**config.mk**
```make
export PLATFORM = sky130hd
export DESIGN_NAME = ordered_array_list
export DESIGN_NICKNAME = d
export VERILOG_FILES = /design/src/olst_pkg.sv /design/src/olst_ram.sv /design/src/olst_seq.sv /design/src/ordered_array_list.sv
export SDC_FILE = /design/constraint.sdc
export NUM_CORES = 2
export LEC_CHECK = 0
export ABC_CLOCK_PERIOD_IN_PS = 4900
export BUFFER_PORTS_ARGS = -buffer_cell sky130_fd_sc_hd__buf_4
export CAP_MARGIN = 20
export CORE_MARGIN = 5
export CORE_UTILIZATION = 57
export DETAILED_ROUTE_END_ITERATION = 12
export PLACE_DENSITY = 0.74
export SLEW_MARGIN = 20
export SYNTH_ARGS = -nofsm -noshare
export SYNTH_HDL_FRONTEND = slang
export SYNTH_SLANG_ARGS = --single-unit
export TNS_END_PERCENT = 5
```
**constraint.sdc**
```tcl
create_clock -name clk -period 4.9 [get_ports clk]
set_input_delay 0.49 -clock clk [delete_from_list [all_inputs] [get_ports clk]]
set_output_delay 0.49 -clock clk [all_outputs]
set_load 0.01 [all_outputs]
```
**src/olst_pkg.sv**
```systemverilog
// ----------------------------------------------------------------------------
// olst_pkg
// Shared sizes, command codes, sequencer states and the records passed
// between the list sequencer, the entry RAM and the top level.
// ----------------------------------------------------------------------------
package olst_pkg;

    // list capacity and derived widths
    localparam int DEPTH      = 64;
    localparam int DATA_W     = 32;
    localparam int POS_W      = 7;
    localparam int CNT_OUT_W  = 7;
    localparam int FPOS_W     = 6;
    localparam int ADDR_W     = (DEPTH > 1) ? $clog2(DEPTH) : 1;
    localparam int CNT_W      = $clog2(DEPTH + 1);
    // common width for comparing a position against the count
    localparam int CMP_W      = (CNT_W > POS_W) ? CNT_W : POS_W;
    localparam int FPOS_EXT_W = (ADDR_W > FPOS_W) ? ADDR_W : FPOS_W;

    // command codes
    typedef enum logic [2:0] {
        CMD_APPEND = 3'd0,
        CMD_INSERT = 3'd1,
        CMD_REMOVE = 3'd2,
        CMD_SEARCH = 3'd3,
        CMD_READ   = 3'd4
    } cmd_t;

    // sequencer states
    typedef enum logic [2:0] {
        S_IDLE,
        S_UP,
        S_PLACE,
        S_DOWN,
        S_SCAN,
        S_RDATA
    } state_t;

    // one access to the entry RAM, write and read ports
    typedef struct packed {
        logic              we;
        logic [ADDR_W-1:0] waddr;
        logic [DATA_W-1:0] wdata;
        logic              re;
        logic [ADDR_W-1:0] raddr;
    } ram_req_t;

    // finished command, before output formatting
    typedef struct packed {
        logic              status;
        logic [DATA_W-1:0] read_value;
        logic [ADDR_W-1:0] found_addr;
        logic [CNT_W-1:0]  count;
    } res_t;

endpackage

```
**src/olst_ram.sv**
```systemverilog
// ----------------------------------------------------------------------------
// olst_ram
// Generic single-clock RAM: one write port, one read port, registered read.
// ----------------------------------------------------------------------------
module olst_ram #(
    parameter int WIDTH   = 32,
    parameter int DEPTH_P = 64
) (
    input  logic                                        clk,
    input  logic                                        we,
    input  logic [((DEPTH_P > 1) ? $clog2(DEPTH_P) : 1)-1:0] waddr,
    input  logic [WIDTH-1:0]                            wdata,
    input  logic                                        re,
    input  logic [((DEPTH_P > 1) ? $clog2(DEPTH_P) : 1)-1:0] raddr,
    output logic [WIDTH-1:0]                            rdata
);

    logic [WIDTH-1:0] mem [DEPTH_P];

    // write port
    always_ff @(posedge clk)
    begin
        if (we)
        begin
            mem[waddr] <= wdata;
        end
    end

    // registered read port
    always_ff @(posedge clk)
    begin
        if (re)
        begin
            rdata <= mem[raddr];
        end
    end

endmodule

```
**src/olst_seq.sv**
```systemverilog
// ----------------------------------------------------------------------------
// olst_seq
// Command sequencer: holds the entry count, walks the entry RAM one entry
// per cycle to shift, scan or read, and flags the cycle a command finishes.
// ----------------------------------------------------------------------------
module olst_seq (
    input  logic                    clk,
    input  logic                    rst_n,
    input  logic                    start,
    input  logic [2:0]              cmd,
    input  logic [olst_pkg::POS_W-1:0]  position,
    input  logic [olst_pkg::DATA_W-1:0] value,
    input  logic [olst_pkg::DATA_W-1:0] rdata,
    output logic                    busy,
    output olst_pkg::ram_req_t      ram_req,
    output logic                    finish,
    output olst_pkg::res_t          res
);
    import olst_pkg::*;

    state_t            state_reg, state_next;
    logic [CNT_W-1:0]  count_reg, count_next;
    logic [ADDR_W-1:0] addr_reg, addr_next;
    logic [ADDR_W-1:0] pos_reg, pos_next;
    logic [DATA_W-1:0] word_reg, word_next;

    logic [CMP_W-1:0]  pos_ext;
    logic [CMP_W-1:0]  cnt_ext;
    logic [ADDR_W-1:0] pos_addr;
    logic [ADDR_W-1:0] cnt_addr;
    logic [CNT_W-1:0]  cnt_m1;
    logic [ADDR_W-1:0] last_addr;
    logic              not_full;

    // position and count in comparable form
    assign pos_ext   = CMP_W'(position);
    assign cnt_ext   = CMP_W'(count_reg);
    assign pos_addr  = pos_ext[ADDR_W-1:0];
    assign cnt_addr  = count_reg[ADDR_W-1:0];
    assign cnt_m1    = count_reg - CNT_W'(1);
    assign last_addr = cnt_m1[ADDR_W-1:0];
    assign not_full  = (count_reg != CNT_W'(DEPTH));

    assign busy = (state_reg != S_IDLE);

    // state and working registers
    always_ff @(posedge clk or negedge rst_n)
    begin
        if (!rst_n)
        begin
            state_reg <= S_IDLE;
            count_reg <= '0;
        end
        else
        begin
            state_reg <= state_next;
            count_reg <= count_next;
        end
    end

    always_ff @(posedge clk)
    begin
        addr_reg <= addr_next;
        pos_reg  <= pos_next;
        word_reg <= word_next;
    end

    // next state, RAM access and completion
    always_comb
    begin
        state_next     = state_reg;
        count_next     = count_reg;
        addr_next      = addr_reg;
        pos_next       = pos_reg;
        word_next      = word_reg;
        ram_req        = '0;
        finish         = 1'b0;
        res.status     = 1'b1;
        res.read_value = '0;
        res.found_addr = '0;

        case (state_reg)
            S_IDLE:
            begin
                if (start)
                begin
                    case (cmd_t'(cmd))
                        CMD_APPEND:
                        begin
                            finish = 1'b1;
                            if (not_full)
                            begin
                                ram_req.we    = 1'b1;
                                ram_req.waddr = cnt_addr;
                                ram_req.wdata = value;
                                count_next    = count_reg + CNT_W'(1);
                                res.status    = 1'b0;
                            end
                        end
                        CMD_INSERT:
                        begin
                            if (not_full && (pos_ext <= cnt_ext))
                            begin
                                if (pos_ext == cnt_ext)
                                begin
                                    // insert at the end is an append
                                    finish        = 1'b1;
                                    ram_req.we    = 1'b1;
                                    ram_req.waddr = cnt_addr;
                                    ram_req.wdata = value;
                                    count_next    = count_reg + CNT_W'(1);
                                    res.status    = 1'b0;
                                end
                                else
                                begin
                                    // shift up from the top entry down to pos
                                    ram_req.re    = 1'b1;
                                    ram_req.raddr = last_addr;
                                    addr_next     = last_addr;
                                    pos_next      = pos_addr;
                                    word_next     = value;
                                    state_next    = S_UP;
                                end
                            end
                            else
                            begin
                                finish = 1'b1;
                            end
                        end
                        CMD_REMOVE:
                        begin
                            if (pos_ext < cnt_ext)
                            begin
                                if (pos_addr == last_addr)
                                begin
                                    // removing the top entry moves nothing
                                    finish     = 1'b1;
                                    count_next = cnt_m1;
                                    res.status = 1'b0;
                                end
                                else
                                begin
                                    ram_req.re    = 1'b1;
                                    ram_req.raddr = pos_addr + ADDR_W'(1);
                                    addr_next     = pos_addr + ADDR_W'(1);
                                    state_next    = S_DOWN;
                                end
                            end
                            else
                            begin
                                finish = 1'b1;
                            end
                        end
                        CMD_SEARCH:
                        begin
                            if (count_reg != '0)
                            begin
                                ram_req.re    = 1'b1;
                                ram_req.raddr = '0;
                                addr_next     = '0;
                                word_next     = value;
                                state_next    = S_SCAN;
                            end
                            else
                            begin
                                finish = 1'b1;
                            end
                        end
                        CMD_READ:
                        begin
                            if (pos_ext < cnt_ext)
                            begin
                                ram_req.re    = 1'b1;
                                ram_req.raddr = pos_addr;
                                state_next    = S_RDATA;
                            end
                            else
                            begin
                                finish = 1'b1;
                            end
                        end
                        default:
                        begin
                            // unused codes: rejected, nothing changes
                            finish = 1'b1;
                        end
                    endcase
                end
            end

            // move entry addr up by one, then fetch the one below
            S_UP:
            begin
                ram_req.we    = 1'b1;
                ram_req.waddr = addr_reg + ADDR_W'(1);
                ram_req.wdata = rdata;
                if (addr_reg == pos_reg)
                begin
                    state_next = S_PLACE;
                end
                else
                begin
                    ram_req.re    = 1'b1;
                    ram_req.raddr = addr_reg - ADDR_W'(1);
                    addr_next     = addr_reg - ADDR_W'(1);
                end
            end

            // drop the new word into the opened slot
            S_PLACE:
            begin
                ram_req.we    = 1'b1;
                ram_req.waddr = pos_reg;
                ram_req.wdata = word_reg;
                count_next    = count_reg + CNT_W'(1);
                res.status    = 1'b0;
                finish        = 1'b1;
                state_next    = S_IDLE;
            end

            // move entry addr down by one, then fetch the one above
            S_DOWN:
            begin
                ram_req.we    = 1'b1;
                ram_req.waddr = addr_reg - ADDR_W'(1);
                ram_req.wdata = rdata;
                if (addr_reg == last_addr)
                begin
                    count_next = cnt_m1;
                    res.status = 1'b0;
                    finish     = 1'b1;
                    state_next = S_IDLE;
                end
                else
                begin
                    ram_req.re    = 1'b1;
                    ram_req.raddr = addr_reg + ADDR_W'(1);
                    addr_next     = addr_reg + ADDR_W'(1);
                end
            end

            // compare one entry per cycle, stop at the first match
            S_SCAN:
            begin
                if (rdata == word_reg)
                begin
                    res.status     = 1'b0;
                    res.found_addr = addr_reg;
                    finish         = 1'b1;
                    state_next     = S_IDLE;
                end
                else if (addr_reg == last_addr)
                begin
                    finish     = 1'b1;
                    state_next = S_IDLE;
                end
                else
                begin
                    ram_req.re    = 1'b1;
                    ram_req.raddr = addr_reg + ADDR_W'(1);
                    addr_next     = addr_reg + ADDR_W'(1);
                end
            end

            S_RDATA:
            begin
                res.status     = 1'b0;
                res.read_value = rdata;
                finish         = 1'b1;
                state_next     = S_IDLE;
            end

            default:
            begin
                state_next = S_IDLE;
            end
        endcase

        res.count = count_next;
    end

endmodule

```
**src/ordered_array_list.sv**
```systemverilog
// ----------------------------------------------------------------------------
// ordered_array_list
// Fixed-capacity ordered list of signed words held in one entry RAM.
// ----------------------------------------------------------------------------
// Append, rejects and removing the top entry finish from idle; read goes via
//   S_RDATA; insert walks S_UP down to pos, then S_PLACE; remove walks S_DOWN;
//   search walks S_SCAN. The entry RAM moves or compares one entry per cycle.
// busy is high while a command walks the RAM; the next command is taken the
//   cycle busy drops, while done shows the previous result.
// Reset clears the count; entry RAM contents are not cleared.
module ordered_array_list (
    input  logic                                   clk,
    input  logic                                   rst_n,
    input  logic                                   start,
    output logic                                   busy,
    input  logic [2:0]                             cmd,
    input  logic [olst_pkg::POS_W-1:0]             position,
    input  logic signed [olst_pkg::DATA_W-1:0]     value,
    output logic                                   done,
    output logic                                   status,
    output logic signed [olst_pkg::DATA_W-1:0]     read_value,
    output logic [olst_pkg::FPOS_W-1:0]            found_position,
    output logic [olst_pkg::CNT_OUT_W-1:0]         entry_count,
    output logic                                   list_full,
    output logic                                   list_empty
);
    import olst_pkg::*;

    ram_req_t          ram_req;
    logic [DATA_W-1:0] rdata;
    logic              finish;
    res_t              res;
    logic [FPOS_EXT_W-1:0] fpos_ext;
    logic [CMP_W-1:0]  cnt_ext;

    logic              done_reg;
    logic              status_reg;
    logic [DATA_W-1:0] read_value_reg;
    logic [FPOS_W-1:0] found_position_reg;
    logic [CNT_OUT_W-1:0] entry_count_reg;
    logic              list_full_reg;
    logic              list_empty_reg;

    olst_seq u_seq (
        .clk      (clk),
        .rst_n    (rst_n),
        .start    (start),
        .cmd      (cmd),
        .position (position),
        .value    (value),
        .rdata    (rdata),
        .busy     (busy),
        .ram_req  (ram_req),
        .finish   (finish),
        .res      (res)
    );

    olst_ram #(
        .WIDTH   (DATA_W),
        .DEPTH_P (DEPTH)
    ) u_ram (
        .clk   (clk),
        .we    (ram_req.we),
        .waddr (ram_req.waddr),
        .wdata (ram_req.wdata),
        .re    (ram_req.re),
        .raddr (ram_req.raddr),
        .rdata (rdata)
    );

    // fields reported as their low bits
    assign fpos_ext = FPOS_EXT_W'(res.found_addr);
    assign cnt_ext  = CMP_W'(res.count);

    // done strobe
    always_ff @(posedge clk or negedge rst_n)
    begin
        if (!rst_n)
        begin
            done_reg <= 1'b0;
        end
        else
        begin
            done_reg <= finish;
        end
    end

    // result register
    always_ff @(posedge clk)
    begin
        if (finish)
        begin
            status_reg         <= res.status;
            read_value_reg     <= res.read_value;
            found_position_reg <= fpos_ext[FPOS_W-1:0];
            entry_count_reg    <= cnt_ext[CNT_OUT_W-1:0];
            list_full_reg      <= (res.count == CNT_W'(DEPTH));
            list_empty_reg     <= (res.count == '0);
        end
    end

    assign done           = done_reg;
    assign status         = status_reg;
    assign read_value     = $signed(read_value_reg);
    assign found_position = found_position_reg;
    assign entry_count    = entry_count_reg;
    assign list_full      = list_full_reg;
    assign list_empty     = list_empty_reg;

endmodule

```
==> run metrics <==
grt total ovfl=0; Biggest register=u_ram.mem; TritonCTS clock tree=built; CP bufs+invs=4; final WL=267 mm; Reg2Reg Setup Slack=-0.21 ns; Placer Congestion=0.970; Die ar.=162000 um^2; Post-synth ARST share=0.00504; setup violators final=8; Yosys top cell area share=0.743; leakage power=35.9 nW; post-layout util=0.669; area of the core=154000 um^2; layout cells sized above 1=0.155; critical path, cell by cell=xnor2_1 > nand4_1 > nor4_1 > buf_4 > a21oi_1 > nor2_1 > buf_4 > o211a_1 > nand2b_1 > buf_4 > nor2_2 > buf_12 > nand3_1 > nand4_1 > or4_1; Yosys warning count=0; top cells by area, synth=edfxtp_1 74%, nand2_1 5.7%, mux2i_1 4.0%; PortBufs=94; minimum clock period after layout=5.11 ns; period utilization=1.04; worst r2r path cells=15; largest net degree at the start of global routing=105; area added between synthesis and finish=17.0%; Top cell by count, worst path=buf_4; Std-Cell Rows=between 100 and 150; CP endpoint kind=flip-flop; RSZ-0062 raised after global routing=true; drt wl/cell=approximately 30 um; origin of the critical flop-to-flop path=u_ram.rdata[27]; crit-path max cell delay=0.85 ns; CP max FO=26; # IOs=95; Die W=402 um; Num CTS Buffers=204; Initial DRC Count=9152; CP Class=flip-flop to flip-flop; Total Power=between 70 and 80 mW; Clock Skew=0.0436 ns; Critical Path AT=approximately 5.7 ns; Starting Density=0.571; Max-Slew Margin vs Limit=0.256; RR Endpoint=u_ram.rdata[28]; Setup TNS Final=-0.712 ns; number of synthesized flops with an enable pin=2172; H-tree depth=4; # fillers=10.1k; max cap viols=0; register area=65500 um^2; most common cell after layout, fill and taps aside=edfxtp_1; aggregate global-route resource usage=0.322; syn avg cell area=14.1 um^2; clock sink total=between 2k and 2.5k; Hold Crit Class=input pin to async pin; Cells after Synth=6208; first-pass GRT wire length=about 380 mm; Setup crit start=u_ram.rdata[27]; Max IR drop VDD=683 uV; Netlist Area Pre-Place=87700 um^2; crit start category=flip-flop; first drt pass iteration count=6; initial antenna violation count=29; Critical Path Sink=u_ram.rdata[28]; CP required=5.47 ns; pwr/cell area=754 nW/um^2; Nets=6716; root buffer cell=clkbuf_16; detailed-placement wirelength estimate=about 160 mm; PnR worst setup slack=-0.211 ns; status=finished, violations left; failing checks=setup timing; Synth Register Bits=2183; Multi-input gate area=21400 um^2; Largest register FFs=2048; Via density=6.52; Antenna Violating Nets Remaining=0; Die Ht=402 um; Slew Limit Fails=0; Unique masters post-synth=85; commonest register cell after synthesis=edfxtp_1; post-synthesis sequential area ratio=0.747; Synth area leader=edfxtp_1; Worst Tran Pin Value=1.11 ns; Clk Latency, worst-skew pair=0.86 ns; clock buffer depth=3; Achievable Freq=196 MHz; commonest non-fill, non-tap cells in the layout=2172 x edfxtp_1, 1338 x nand2_1, 566 x nand3_1; final routed DRC violation total=0; post-synthesis net count=6269; stages on the worst setup path=15; slowest cell on the critical path=nand4_1; Largest delay share family, worst path=simple AND/OR/NAND/NOR gates; vias in the first global route=roughly 55k; clock slew at reported path FFs=0.07 ns; count of final hold-check violations=0; Via Count=around 58k
metrics by stage:
stage / hold slack (ns) / instance area, um^2 / cells / setup WS [ns]
after global placement: 0.348 / 95100 / 8425 / -0.548
final: 0.0294 / 103000 / 8904 / -0.211
after global routing: 0.0185 / 103000 / 8890 / -0.109
after CTS: 0.00446 / 102000 / 8858 / 0.0168
after floorplan: 0.194 / 87700 / 6208 / -0.0749
after detailed placement: 0.352 / 95100 / 8426 / -0.522
logic make-up (layout without fill, tap and decap cells):
kind of cell	Yosys count	count (layout)	synth area share
flip-flops	2183	2183	0.747
other	0	42	0
buffers and inverters	405	1015	0.0209
adder cells (fa/ha/maj)	16	16	0.00228
AND/OR/NAND/NOR	2307	2307	0.115
XOR/XNOR	70	70	0.00747
AO/OA/AOI/OAI	861	861	0.0651
multiplexers	366	366	0.0427
synth_stat cells, drive strengths merged, types with 31 or more instances:
| cell | n |
|---|---|
| a21oi | 362 |
| a22oi | 78 |
| a32oi | 55 |
| and2 | 44 |
| buf | 202 |
| clkbuf | 183 |
| edfxtp | 2172 |
| mux2i | 353 |
| nand2 | 1344 |
| nand3 | 578 |
| nand4 | 43 |
| nor2 | 153 |
| nor3 | 34 |
| o21ai | 63 |
| o22ai | 99 |
| or4 | 31 |
| xnor2 | 56 |
report_power, final:
group | leakage, nW | switching, mW | internal, mW
Combinational | 12.7 | 24.2 | 11.1
Sequential | 20.1 | 0.861 | 25.8
Clock | 3.11 | 6.85 | 8.45
routing by layer:
layer | vias up | GRT usage | share of wire
met1 | 28500 | 0.428 | 0.35
li1 | 24400 | - | -
met3 | 718 | 0.0931 | 0.14
met2 | 4424 | 0.479 | 0.45
met5 | - | 0 | 0.00028
met4 | 12 | 0.185 | 0.064
repair_timing:
item / in CTS / in global routing
pin swaps: 11 / 7
hold buffers: 39 / 0
gates cloned: 7 / 3
setup endpoints to repair: 20 / 26
resized for setup: 21 / 27
buffers inserted: 17 / 1
hold endpoints to repair: 49 / 0
worst min-delay path by stage:
stage,to,cells past startpoint,from,slack [ns]
after floorplan,done,0,rst_n,0.19
after global placement,done,1,rst_n,0.35
after detailed placement,u_seq.cnt_ext[4],1,rst_n,0.35
after CTS,u_seq.cnt_ext[5],2,rst_n,0.004
after global routing,u_seq.cnt_ext[5],2,rst_n,0.02
final,u_seq.cnt_ext[5],2,rst_n,0.03
area by class of cell:
| class | instances | share of cell area |
|---|---|---|
| sequential | 2183 | 0.638 |
| multi-input combinational | 3620 | 0.208 |
| timing repair buffer | 626 | 0.0644 |
| clock buffer | 256 | 0.0519 |
| tap | 2044 | 0.0249 |
| clock inverter | 113 | 0.0106 |
| antenna | 42 | 0.00102 |
| inverter | 20 | 0.000732 |
(Power assumes the default switching activity.)
